`src/hw/rtl/bcfm_pkg.sv`:
```
// Shared types and constants for the battery CAN frame monitor.
// Used by bcfm_front, bcfm_queue, bcfm_back and the top level; no dependencies.
`default_nettype none

package bcfm_pkg;

  // Field widths
  localparam int ID_W       = 29;
  localparam int PAYLOAD_W  = 64;
  localparam int TIME_W     = 32;
  localparam int WINDOW_W   = 16;
  localparam int CELL_W     = 16;
  localparam int SUM_W      = 22;
  localparam int CHARGE_W   = 8;

  // Cell frame IDs step by 0x10000 from the base ID
  localparam int STRIDE_SHIFT = 16;
  // Frame index after range checks (at most 16 frames)
  localparam int FRAME_W      = 4;

  // Stream widths
  localparam int S_TDATA_W  = 128;
  localparam int M_TDATA_W  = 120;
  localparam int M_TUSER_W  = 3;
  localparam int OUT_BITS   = 3 + SUM_W + 5 * CELL_W + CHARGE_W;

  // Configuration port
  localparam int CFG_ADDR_W = 3;
  localparam int CFG_DATA_W = 29;

  localparam logic [CFG_ADDR_W-1:0] REG_CELL_BASE   = 3'd0;
  localparam logic [CFG_ADDR_W-1:0] REG_CELL_LAST   = 3'd1;
  localparam logic [CFG_ADDR_W-1:0] REG_TEMP_ID     = 3'd2;
  localparam logic [CFG_ADDR_W-1:0] REG_CHARGE_ID   = 3'd3;
  localparam logic [CFG_ADDR_W-1:0] REG_WINDOW      = 3'd4;

  localparam logic [ID_W-1:0]     CELL_BASE_RESET = 29'h1811F401;
  localparam logic [ID_W-1:0]     CELL_LAST_RESET = 29'h1819F401;
  localparam logic [ID_W-1:0]     TEMP_ID_RESET   = 29'h1807F401;
  localparam logic [ID_W-1:0]     CHARGE_ID_RESET = 29'h1808F401;
  localparam logic [WINDOW_W-1:0] WINDOW_RESET    = 16'd1000;

  // Command queue between front and back
  localparam int QUEUE_DEPTH = 2;
  localparam int QPTR_W      = $clog2(QUEUE_DEPTH);

  typedef enum logic [1:0] {
    KIND_CELL    = 2'd0,
    KIND_TEMP    = 2'd1,
    KIND_CHARGE  = 2'd2,
    KIND_UNKNOWN = 2'd3
  } kind_t;

  typedef enum logic [2:0] {
    BK_IDLE,
    BK_WRITE,
    BK_WALK,
    BK_DRAIN,
    BK_STATS,
    BK_DONE
  } back_state_t;

  typedef struct packed {
    logic [ID_W-1:0] cell_first;
    logic [ID_W-1:0] cell_last;
    logic [ID_W-1:0] temp_id;
    logic [ID_W-1:0] charge_id;
  } id_cfg_t;

  typedef struct packed {
    kind_t                kind;
    logic                 err;
    logic [FRAME_W-1:0]   frame;
    logic [PAYLOAD_W-1:0] payload;
    logic [TIME_W-1:0]    now;
  } cmd_t;

  typedef struct packed {
    kind_t               kind;
    logic                err;
    logic                cells_ok;
    logic                temps_ok;
    logic                charge_ok;
    logic [SUM_W-1:0]    pack_sum_mv;
    logic [CELL_W-1:0]   min_cell_mv;
    logic [CELL_W-1:0]   max_cell_mv;
    logic [CELL_W-1:0]   spread_mv;
    logic [CELL_W-1:0]   probe_one_raw;
    logic [CELL_W-1:0]   probe_two_raw;
    logic [CHARGE_W-1:0] charge_raw;
  } result_t;

  // Four little-endian cells of one payload, cell i at bits 16i+15..16i
  typedef logic [3:0][CELL_W-1:0] cell_vec_t;

endpackage

`default_nettype wire

```
`src/hw/rtl/bcfm_front.sv`:
```
// Front end: accepts frames from the input stream and classifies them by ID.
// Depends on bcfm_pkg; pushes one command per frame into bcfm_queue.
`default_nettype none

module bcfm_front #(
  parameter int VOLTAGE_FRAMES = 9
) (
  input  wire logic                           s_tvalid,
  output logic                                s_tready,
  input  wire logic [bcfm_pkg::S_TDATA_W-1:0] s_tdata,
  input  wire bcfm_pkg::id_cfg_t              ids,
  input  wire logic                           q_full,
  output logic                                q_push,
  output bcfm_pkg::cmd_t                      q_cmd
);
  import bcfm_pkg::*;

  localparam int FRAME_HI_W = ID_W - STRIDE_SHIFT;

  logic [ID_W-1:0]       id;
  logic [PAYLOAD_W-1:0]  payload;
  logic [TIME_W-1:0]     now;
  logic [ID_W-1:0]       off;
  logic [FRAME_HI_W-1:0] frame_hi;
  logic                  in_range;
  logic                  misaligned;
  logic                  frame_over;

  // Unpack the frame fields
  assign id      = s_tdata[ID_W-1:0];
  assign payload = s_tdata[ID_W +: PAYLOAD_W];
  assign now     = s_tdata[ID_W + PAYLOAD_W +: TIME_W];

  // Accept whenever the queue has room
  assign s_tready = !q_full;
  assign q_push   = s_tvalid && !q_full;

  // Offset into the cell ID range, modulo 2^29
  assign off        = id - ids.cell_first;
  assign frame_hi   = off[ID_W-1:STRIDE_SHIFT];
  assign in_range   = (id >= ids.cell_first) && (id <= ids.cell_last);
  assign misaligned = off[STRIDE_SHIFT-1:0] != '0;
  assign frame_over = frame_hi >= FRAME_HI_W'(VOLTAGE_FRAMES);

  // Classify: cell range first, then temperature, then charge state
  always_comb begin
    q_cmd.payload = payload;
    q_cmd.now     = now;
    q_cmd.frame   = frame_hi[FRAME_W-1:0];
    q_cmd.err     = 1'b0;
    if (in_range) begin
      q_cmd.kind = KIND_CELL;
      q_cmd.err  = misaligned || frame_over;
    end else if (id == ids.temp_id) begin
      q_cmd.kind = KIND_TEMP;
    end else if (id == ids.charge_id) begin
      q_cmd.kind = KIND_CHARGE;
      q_cmd.err  = payload[55:48] == '0;
    end else begin
      q_cmd.kind = KIND_UNKNOWN;
    end
  end

endmodule

`default_nettype wire

```
`src/hw/rtl/bcfm_queue.sv`:
```
// Short command queue that decouples the front end from the back end.
// Depends on bcfm_pkg for the command type and depth.
`default_nettype none

module bcfm_queue (
  input  wire logic           clk,
  input  wire logic           rst,
  input  wire logic           push,
  input  wire bcfm_pkg::cmd_t din,
  output logic                full,
  input  wire logic           pop,
  output logic                valid,
  output bcfm_pkg::cmd_t      dout
);
  import bcfm_pkg::*;

  cmd_t              entry [QUEUE_DEPTH];
  logic [QPTR_W-1:0] wr_ptr;
  logic [QPTR_W-1:0] rd_ptr;
  logic [QPTR_W:0]   count;

  assign full  = count == (QPTR_W + 1)'(QUEUE_DEPTH);
  assign valid = count != '0;
  assign dout  = entry[rd_ptr];

  // Advance pointers and occupancy
  always_ff @(posedge clk) begin
    if (rst) begin
      wr_ptr <= '0;
      rd_ptr <= '0;
      count  <= '0;
    end else begin
      if (push) begin
        wr_ptr <= wr_ptr + 1'b1;
      end
      if (pop) begin
        rd_ptr <= rd_ptr + 1'b1;
      end
      if (push && !pop) begin
        count <= count + 1'b1;
      end else if (pop && !push) begin
        count <= count - 1'b1;
      end
    end
  end

  // Store the pushed command
  always_ff @(posedge clk) begin
    if (push) begin
      entry[wr_ptr] <= din;
    end
  end

endmodule

`default_nettype wire

```
`src/hw/rtl/bcfm_back.sv`:
```
// Back end: applies one queued command, holds the cell store and the held values,
// and walks the store for sum, min and max. Depends on bcfm_pkg.
`default_nettype none

module bcfm_back #(
  parameter int CELL_COUNT      = 36,
  parameter int CELLS_PER_FRAME = 4,
  parameter int VOLTAGE_FRAMES  = 9
) (
  input  wire logic                          clk,
  input  wire logic                          rst,
  input  wire logic                          q_valid,
  input  wire bcfm_pkg::cmd_t                q_data,
  output logic                               q_pop,
  input  wire logic [bcfm_pkg::WINDOW_W-1:0] window,
  output logic                               out_valid,
  input  wire logic                          out_ready,
  output bcfm_pkg::result_t                  out_res
);
  import bcfm_pkg::*;

  localparam int ADDR_W = (CELL_COUNT > 1) ? $clog2(CELL_COUNT) : 1;
  localparam int CNT_W  = (CELLS_PER_FRAME > 1) ? $clog2(CELLS_PER_FRAME) : 1;
  localparam int SLOT_W = $clog2(VOLTAGE_FRAMES * CELLS_PER_FRAME + CELL_COUNT + 1);

  back_state_t state, state_next;
  cmd_t        cmd;

  logic [CNT_W-1:0]  wr_cnt;
  logic [ADDR_W-1:0] walk_addr;
  logic              rd_pend;
  logic              write_last;
  logic              walk_last;
  logic              out_load;

  // Cell store and its valid bits
  logic [CELL_W-1:0]     cell_mem [CELL_COUNT];
  logic [CELL_COUNT-1:0] cell_vld;
  logic [CELL_W-1:0]     rd_data;
  logic                  rd_vld;
  logic [CELL_W-1:0]     rd_value;
  logic                  mem_we;
  logic [ADDR_W-1:0]     mem_waddr;
  logic [CELL_W-1:0]     mem_wdata;
  logic [SLOT_W-1:0]     slot;
  cell_vec_t             pl_cells;

  // Walk accumulators
  logic [SUM_W-1:0]  acc_sum;
  logic [CELL_W-1:0] acc_min;
  logic [CELL_W-1:0] acc_max;

  // Held state
  logic [TIME_W-1:0]   last_time;
  logic [TIME_W-1:0]   gap;
  logic                cells_flag;
  logic                temps_flag;
  logic                charge_flag;
  logic [CELL_W-1:0]   probe_one;
  logic [CELL_W-1:0]   probe_two;
  logic [CHARGE_W-1:0] charge;
  logic [SUM_W-1:0]    pack_sum;
  logic [CELL_W-1:0]   min_cell;
  logic [CELL_W-1:0]   max_cell;
  logic [CELL_W-1:0]   spread;

  assign pl_cells   = cmd.payload;
  assign slot       = SLOT_W'(cmd.frame) * SLOT_W'(CELLS_PER_FRAME) + SLOT_W'(wr_cnt);
  assign write_last = wr_cnt == CNT_W'(CELLS_PER_FRAME - 1);
  assign walk_last  = walk_addr == ADDR_W'(CELL_COUNT - 1);
  assign gap        = q_data.now - last_time;
  assign rd_value   = rd_vld ? rd_data : '0;
  assign mem_waddr  = slot[ADDR_W-1:0];
  assign mem_wdata  = pl_cells[2'(wr_cnt)];

  // State register
  always_ff @(posedge clk) begin
    if (rst) begin
      state <= BK_IDLE;
    end else begin
      state <= state_next;
    end
  end

  // Next state and control
  always_comb begin
    state_next = state;
    q_pop      = 1'b0;
    mem_we     = 1'b0;
    out_load   = 1'b0;
    case (state)
      BK_IDLE: begin
        if (q_valid) begin
          q_pop = 1'b1;
          if (q_data.kind == KIND_CELL && !q_data.err) begin
            state_next = BK_WRITE;
          end else begin
            state_next = BK_DONE;
          end
        end
      end
      BK_WRITE: begin
        // drop slots past the end of the store
        mem_we = slot < SLOT_W'(CELL_COUNT);
        if (write_last) begin
          state_next = cells_flag ? BK_WALK : BK_DONE;
        end
      end
      BK_WALK: begin
        if (walk_last) begin
          state_next = BK_DRAIN;
        end
      end
      BK_DRAIN: state_next = BK_STATS;
      BK_STATS: state_next = BK_DONE;
      BK_DONE: begin
        if (!out_valid || out_ready) begin
          out_load   = 1'b1;
          state_next = BK_IDLE;
        end
      end
      default: state_next = BK_IDLE;
    endcase
  end

  // Write and walk counters
  always_ff @(posedge clk) begin
    if (rst) begin
      wr_cnt    <= '0;
      walk_addr <= '0;
      rd_pend   <= 1'b0;
    end else begin
      wr_cnt    <= (state == BK_WRITE) ? wr_cnt + 1'b1 : '0;
      walk_addr <= (state == BK_WALK) ? walk_addr + 1'b1 : '0;
      rd_pend   <= state == BK_WALK;
    end
  end

  // Latch the popped command
  always_ff @(posedge clk) begin
    if (q_pop) begin
      cmd <= q_data;
    end
  end

  // Cell store write and registered read
  always_ff @(posedge clk) begin
    if (mem_we) begin
      cell_mem[mem_waddr] <= mem_wdata;
    end
    rd_data <= cell_mem[walk_addr];
  end

  // Valid bits: an unwritten cell reads as zero
  always_ff @(posedge clk) begin
    if (rst) begin
      cell_vld <= '0;
      rd_vld   <= 1'b0;
    end else begin
      if (mem_we) begin
        cell_vld[mem_waddr] <= 1'b1;
      end
      rd_vld <= cell_vld[walk_addr];
    end
  end

  // Accumulate sum, min and max over the walk
  always_ff @(posedge clk) begin
    if (state == BK_WRITE) begin
      acc_sum <= '0;
      acc_min <= '1;
      acc_max <= '0;
    end else if (rd_pend) begin
      acc_sum <= acc_sum + SUM_W'(rd_value);
      if (rd_value < acc_min) begin
        acc_min <= rd_value;
      end
      if (rd_value > acc_max) begin
        acc_max <= rd_value;
      end
    end
  end

  // Update held values and flags
  always_ff @(posedge clk) begin
    if (rst) begin
      last_time   <= '0;
      cells_flag  <= 1'b0;
      temps_flag  <= 1'b0;
      charge_flag <= 1'b0;
      probe_one   <= '0;
      probe_two   <= '0;
      charge      <= '0;
      pack_sum    <= '0;
      min_cell    <= '0;
      max_cell    <= '0;
      spread      <= '0;
    end else begin
      if (q_pop) begin
        case (q_data.kind)
          KIND_CELL: begin
            if (!q_data.err) begin
              cells_flag <= gap <= TIME_W'(window);
              last_time  <= q_data.now;
            end
          end
          KIND_TEMP: begin
            probe_one  <= q_data.payload[31:16];
            probe_two  <= {q_data.payload[39:32], q_data.payload[47:40]};
            temps_flag <= 1'b1;
          end
          KIND_CHARGE: begin
            if (!q_data.err) begin
              charge      <= q_data.payload[55:48];
              charge_flag <= 1'b1;
            end
          end
          default: begin
          end
        endcase
      end
      if (state == BK_STATS) begin
        pack_sum <= acc_sum;
        min_cell <= acc_min;
        max_cell <= acc_max;
        spread   <= acc_max - acc_min;
      end
    end
  end

  // Output register: hold a result until it is taken
  always_ff @(posedge clk) begin
    if (rst) begin
      out_valid <= 1'b0;
    end else if (out_load) begin
      out_valid <= 1'b1;
    end else if (out_ready) begin
      out_valid <= 1'b0;
    end
  end

  always_ff @(posedge clk) begin
    if (out_load) begin
      out_res.kind          <= cmd.kind;
      out_res.err           <= cmd.err;
      out_res.cells_ok      <= cells_flag;
      out_res.temps_ok      <= temps_flag;
      out_res.charge_ok     <= charge_flag;
      out_res.pack_sum_mv   <= pack_sum;
      out_res.min_cell_mv   <= min_cell;
      out_res.max_cell_mv   <= max_cell;
      out_res.spread_mv     <= spread;
      out_res.probe_one_raw <= probe_one;
      out_res.probe_two_raw <= probe_two;
      out_res.charge_raw    <= charge;
    end
  end

endmodule

`default_nettype wire

```
`src/hw/rtl/battery_can_frame_monitor.sv`:
```
// Flow, input to result transfer: frames that write no cells go from the queue to the
// output register; a cell frame first writes CELLS_PER_FRAME cells (BK_WRITE), and while
// cells are valid the back end then walks the cell store (BK_WALK, BK_DRAIN, BK_STATS) for the stats.
// The back end takes one frame at a time; a 2-entry queue takes frames meanwhile.
// Reset (rst, synchronous) restores register defaults, clears flags, held values and valid bits.
`default_nettype none

module battery_can_frame_monitor #(
  parameter int CELL_COUNT      = 36,
  parameter int CELLS_PER_FRAME = 4,
  parameter int VOLTAGE_FRAMES  = 9
) (
  input  wire logic                            clk,
  input  wire logic                            rst,
  // can_id [28:0], payload [92:29], now_ms [124:93], zero pad
  input  wire logic [bcfm_pkg::S_TDATA_W-1:0]  s_tdata,
  input  wire logic                            s_tvalid,
  output logic                                 s_tready,
  // cells_ok, temps_ok, charge_ok, pack_sum_mv, min_cell_mv, max_cell_mv,
  // spread_mv, probe_one_raw, probe_two_raw, charge_raw, zero pad
  output logic [bcfm_pkg::M_TDATA_W-1:0]       m_tdata,
  // frame_kind [1:0], decode_error [2]
  output logic [bcfm_pkg::M_TUSER_W-1:0]       m_tuser,
  output logic                                 m_tvalid,
  input  wire logic                            m_tready,
  input  wire logic                            cfg_we,
  input  wire logic [bcfm_pkg::CFG_ADDR_W-1:0] cfg_addr,
  input  wire logic [bcfm_pkg::CFG_DATA_W-1:0] cfg_wdata
);
  import bcfm_pkg::*;

  id_cfg_t             ids;
  logic [WINDOW_W-1:0] window;
  logic                q_full;
  logic                q_push;
  cmd_t                q_cmd;
  logic                q_pop;
  logic                q_valid;
  cmd_t                q_data;
  result_t             res;

  // Configuration registers
  always_ff @(posedge clk) begin
    if (rst) begin
      ids.cell_first <= CELL_BASE_RESET;
      ids.cell_last  <= CELL_LAST_RESET;
      ids.temp_id    <= TEMP_ID_RESET;
      ids.charge_id  <= CHARGE_ID_RESET;
      window         <= WINDOW_RESET;
    end else if (cfg_we) begin
      case (cfg_addr)
        REG_CELL_BASE: ids.cell_first <= cfg_wdata[ID_W-1:0];
        REG_CELL_LAST: ids.cell_last  <= cfg_wdata[ID_W-1:0];
        REG_TEMP_ID:   ids.temp_id    <= cfg_wdata[ID_W-1:0];
        REG_CHARGE_ID: ids.charge_id  <= cfg_wdata[ID_W-1:0];
        REG_WINDOW:    window         <= cfg_wdata[WINDOW_W-1:0];
        default: begin
        end
      endcase
    end
  end

  bcfm_front #(
    .VOLTAGE_FRAMES(VOLTAGE_FRAMES)
  ) u_front (
    .s_tvalid(s_tvalid),
    .s_tready(s_tready),
    .s_tdata (s_tdata),
    .ids     (ids),
    .q_full  (q_full),
    .q_push  (q_push),
    .q_cmd   (q_cmd)
  );

  bcfm_queue u_queue (
    .clk  (clk),
    .rst  (rst),
    .push (q_push),
    .din  (q_cmd),
    .full (q_full),
    .pop  (q_pop),
    .valid(q_valid),
    .dout (q_data)
  );

  bcfm_back #(
    .CELL_COUNT     (CELL_COUNT),
    .CELLS_PER_FRAME(CELLS_PER_FRAME),
    .VOLTAGE_FRAMES (VOLTAGE_FRAMES)
  ) u_back (
    .clk      (clk),
    .rst      (rst),
    .q_valid  (q_valid),
    .q_data   (q_data),
    .q_pop    (q_pop),
    .window   (window),
    .out_valid(m_tvalid),
    .out_ready(m_tready),
    .out_res  (res)
  );

  // Pack the result onto the output stream
  assign m_tuser = {res.err, res.kind};
  assign m_tdata = {{(M_TDATA_W - OUT_BITS){1'b0}},
                    res.charge_raw, res.probe_two_raw, res.probe_one_raw,
                    res.spread_mv, res.max_cell_mv, res.min_cell_mv,
                    res.pack_sum_mv, res.charge_ok, res.temps_ok, res.cells_ok};

`ifndef SYNTHESIS
  a_spread: assert property (@(posedge clk) disable iff (rst)
    m_tvalid |-> res.spread_mv == CELL_W'(res.max_cell_mv - res.min_cell_mv))
    else $error("spread does not match max minus min");

  a_err_kind: assert property (@(posedge clk) disable iff (rst)
    (m_tvalid && res.err) |-> (res.kind == KIND_CELL || res.kind == KIND_CHARGE))
    else $error("decode error on a frame kind that cannot fail");

  a_charge: assert property (@(posedge clk) disable iff (rst)
    (m_tvalid && res.charge_ok) |-> res.charge_raw != '0)
    else $error("charge state flagged valid with a zero byte");

  a_min_max: assert property (@(posedge clk) disable iff (rst)
    m_tvalid |-> res.min_cell_mv <= res.max_cell_mv)
    else $error("minimum cell above maximum cell");
`endif

endmodule

`default_nettype wire
```
`config.mk`:
```
export PLATFORM = sky130hd
export DESIGN_NAME = battery_can_frame_monitor
export DESIGN_NICKNAME = d
export VERILOG_FILES = /design/src/hw/rtl/bcfm_pkg.sv /design/src/hw/rtl/bcfm_front.sv /design/src/hw/rtl/bcfm_queue.sv /design/src/hw/rtl/bcfm_back.sv /design/src/hw/rtl/battery_can_frame_monitor.sv
export SDC_FILE = /design/constraint.sdc
export NUM_CORES = 2
export LEC_CHECK = 0
export BUFFER_PORTS_ARGS = -buffer_cell sky130_fd_sc_hd__clkbuf_2
export CAP_MARGIN = 5
export CORE_AREA = 3 3 404 406
export CTS_CLUSTER_DIAMETER = 150
export CTS_CLUSTER_SIZE = 20
export DETAILED_ROUTE_END_ITERATION = 10
export DIE_AREA = 0 0 407 409
export SYNTH_ARGS = -nofsm -noshare
export SYNTH_HDL_FRONTEND = slang
export SYNTH_SLANG_ARGS = --single-unit
```
`constraint.sdc`:
```
create_clock -name clk -period 19.32 [get_ports clk]
set_input_delay 0 -clock clk [delete_from_list [all_inputs] [get_ports clk]]
set_output_delay 0 -clock clk [all_outputs]
set_load 0.01 [all_outputs]
```
==> metrics.md <==
| Metric | Value |
|---|---|
| CP max stage cell | a2111oi_0 |
| Origin of the worst min-delay path | s_tdata[48] |
| CP required | 19.95 ns |
| Worst slew pin tran | 1.25 ns |
| Drt wl/cell | 21.1 um |
| Max H-tree Level | 3 |
| Top cell type's share of synthesized area | 50.6% |
| Share of flip-flops with an asynchronous set or reset | 0% |
| Reg2reg path depth | 20 |
| Die Width | 407 um |
| Hold path endpoint | u_queue.entry[1][51]$_DFFE_PP_ |
| Main flop type after synthesis | edfxtp_1 |
| First-pass GRT wire length | 215000 um |
| Hold Crit Depth | 2 |
| Syn_area_per_cell | 13.8 sq um |
| Post-synth EDFFs | 969 |
| Synthesis warning total | 0 |
| Share of layout cells above drive strength 1 | 17.3% |
| Die area | 166000 sq um |
| Final worst path period share | 33.7% |
| Total Power | 6.68 mW |
| Placeable Area | 160000 sq um |
| Worst hold path class | in -> reg |
| Endpoints failing setup | 0 |
| Synth-to-Final Area Change | 13.7% |
| PortBufs | 279 |
| Global-route usage over all layers | 17.0% |
| Met1 Use GR | 24.5% |
| Slowest stage delay, CP | 0.65 ns |
| CTS tree | yes |
| Cell Chain, Critical Path | mux2i_1, inv_1, ha_1, nor2b_1, o31a_1, o21a_1, a2111oi_0, o211ai_1, nand2_1, xnor2_1, ha_1, nand4_1, or4_1, or2_1, a2111oi_0, o2111ai_1, or4_1, a2111oi_0, nand4_1, o21ai_1 |
| Peak VDD IR | 0.0665 mV |
| RePlAce Congestion | 0.861 |
| Vias in the first global route | 34000 |
| Area contributors post-synth | edfxtp_1 (51%), dfxtp_1 (14%), mux4_2 (8.0%) |
| Clock Path Buffers | 3 |
| Max Cap Viol | 0 |
| Worst path top cell family by delay | compound AO/OA/AOI/OAI gates |
| CP max FO | 17 |
| Max Fclk | 154 MHz |
| Pwr Density | 102 nW/um^2 |
| Sequential-to-total area share from yosys stat | 64.6% |
| Clock Root Buffer | clkbuf_16 |
| Cell count after synthesis | 4174 |
| Mapped Area | 57500 sq um |
| Starting Density | 35.9% |
| Routed Antenna Nets | 0 |
| Met3 Usage GRT | 2.69% |
| WP data arrival | 7.14 ns |
| Site Rows | 147 |
| Post-place setup slack | 12.87 ns |
| Most used cell, CP | a2111oi_0 |
| CTS sink count | 1371 |
| P_leak | 22.3 nW |
| Final Slew Violations | 0 |
| Reg2reg end | u_back.cells_flag$_SDFFE_PP0P_ |
| M2 GR Usage | 27.0% |
| Largest net degree at the start of global routing | 189 |
| Initial antenna violation count | 9 |
| Post-synth top area cell | edfxtp_1 |
| Final Hold Vio Count | 0 |
| Initial DRC Count | 2961 |
| Residual DRC | 0 |
| FF-to-FF setup slack | 12.81 ns |
| I/O pins | 290 |
| Synth Register Bits | 1371 |
| Setup WS post-layout | 12.81 ns |
| Final net count | 4906 |
| Setup crit start kind | flip-flop |
| Critical path buffers and inverters | 1 |
| Number of detailed-route iterations in the first pass | 5 |
| Max_slew headroom | 16.6% |
| Unique masters post-synth | 89 |
| Die Y | 409 um |
| Inserted Clock Buffers | 78 |
| Kind of end point of the critical path | flip-flop |
| WS Path Type | reg -> reg |
| Final Critical Period | 6.51 ns |
| Setup TNS | 0 ns |
| CTS clk-pin slew, worst paths | 0.08 ns |
| GRT overflow | 0 |
| Status | completed |
| Hpwl dp | 92400 um |
| Routed vias/inst | 5.11 |
| Busiest grt layer | met2 |
| Vias | 34700 |
| Clk_lat worst skew | 0.70 ns |
| Clock skew | 0.0294 ns |
| WL final | 143000 um |
| RSZ-0062 raised after global routing | false |
| Resized Gates After CTS | 0 |
layout make-up:
type                            instances  area [sq um]
Antenna cell                            6          15.0
Fill cell                           14900         94900
Sequential cell                      1371         37200
Clock inverter                          8          97.6
Tap cell                             2160          2700
Inverter                              171           643
Clock buffer                          128          2160
Multi-Input combinational cell       2429         18900
Timing Repair Buffer                  515          3630
synth_stat cells (all sizes together), types with 8 or more instances:
master,count
a2111oi,10
a211o,26
a211oi,19
a21o,32
a21oi,269
a31oi,34
and2,26
and3,21
buf,54
clkbuf,155
dfxtp,402
edfxtp,969
ha,171
inv,171
mux2,101
mux2i,93
mux4,203
nand2,493
nand2b,20
nand3,43
nand3b,38
nand4,32
nor2,279
nor2b,30
nor3,52
nor4,12
o211ai,13
o21a,18
o21ai,108
o21ba,12
o21bai,10
o31ai,11
or2,8
or3,15
or4,10
xnor2,81
xor2,40
worst register-to-register path, delay by kind of cell (launching register included):
| family | cells | cell delay [ns] |
|---|---|---|
| compound gates | 8 | 2.81 |
| fa+ha+maj | 2 | 0.58 |
| mux | 1 | 0.42 |
| simple gates | 7 | 1.89 |
| flops | 1 | 0.55 |
| xor+xnor | 1 | 0.10 |
| buf+inv | 1 | 0.08 |
stage by stage:
stage / hold WS [ns] / std cells / cell area [sq um] / utilization, %
6_report: 0.0444 / 6788 / 65300 / 40.8
5_1_grt: 0.0290 / 6785 / 65300 / 40.8
4_1_cts: 0.0000822 / 6782 / 65300 / 40.8
3_5_place_dp: 0.193 / 6477 / 61400 / 38.3
3_3_place_gp: 0.189 / 6477 / 61400 / 38.3
2_1_floorplan: 0.0989 / 4180 / 57500 / -
flip-flops by register name (all words and copies together), names as in the netlist, 22 cells and up, named ones only:
name              flops
u_back.cell_mem     576
u_back.out_res      116
u_back.last_time     32
ids                 116
u_queue.entry       206
u_back.acc_sum       22
u_back.cell_vld      36
u_back.pl_cells      64
u_back.pack_sum      22
cells by family after synthesis:
| family | count (synthesis) | share of synthesized area (%) |
|---|---|---|
| adders and majority gates | 175 | 3.86 |
| muxes | 397 | 11.6 |
| AOI/OAI and AO/OA | 625 | 6.84 |
| other | 1 | 0.00653 |
| DFF | 1371 | 64.6 |
| and+or+nand+nor | 1104 | 8.67 |
| buffers and inverters | 380 | 2.57 |
| xor gates and xnor gates | 121 | 1.84 |
power breakdown:
| part | total (mW) | internal (mW) | switching [mW] |
|---|---|---|---|
| clock network | 1.73 | 0.779 | 0.954 |
| logic | 1.23 | 0.382 | 0.848 |
| registers | 3.71 | 3.62 | 0.0885 |
| total | 6.68 | 4.79 | 1.89 |
how the worst max path moves through the flow:
stage	start	to	slack, ns	cells after the start
2_1_floorplan	u_back.state[0]$_SDFFE_PP0P_	u_back.out_res[0]$_DFFE_PP_	13.00	4
3_3_place_gp	flip-flop	u_back.cells_flag$_SDFFE_PP0P_	12.81	20
3_5_place_dp	flip-flop	u_back.cells_flag$_SDFFE_PP0P_	12.87	20
4_1_cts	flip-flop	u_back.cells_flag$_SDFFE_PP0P_	12.81	20
5_1_grt	flip-flop	u_back.cells_flag$_SDFFE_PP0P_	12.34	20
6_report	flip-flop	u_back.cells_flag$_SDFFE_PP0P_	12.81	20
repair_timing:
action / CTS / global route
setup buffers: 0 / 0
setup endpoints to repair: 0 / 0
hold buffers: 169 / 0
endpoints found under the hold margin: 454 / 0
cells in the final DEF (no fill, tap or decap), types with 10 or more instances in the layout:
cell	count
and3_1	19
o21ai_0	100
xor2_1	40
mux2i_1	93
nand2_1	492
nor2b_1	30
mux2_2	101
a31oi_1	33
a211oi_1	17
and2_1	25
clkbuf_1	49
nand3_1	43
o211ai_1	13
nor2_1	271
or4_1	10
nand2b_1	20
nor3_1	51
mux4_2	203
a211o_1	26
nor4_1	12
or3_1	15
nand3b_1	38
dfxtp_1	395
xnor2_1	81
inv_1	168
clkbuf_16	79
o21a_1	18
o31ai_1	11
o21ba_2	12
nand4_1	32
ha_1	171
a21o_1	31
a21oi_1	267
edfxtp_1	969
dlygate4sd3_1	169
clkbuf_2	278
buf_4	65
layer usage:
metal | wire, um | part of all wire (%)
met4 | 2520 | 1.8
met5 | 15 | 0.010
met3 | 9080 | 6.3
met1 | 64700 | 45
met2 | 66900 | 47
Note: power is estimated with default switching activity, not from simulation.
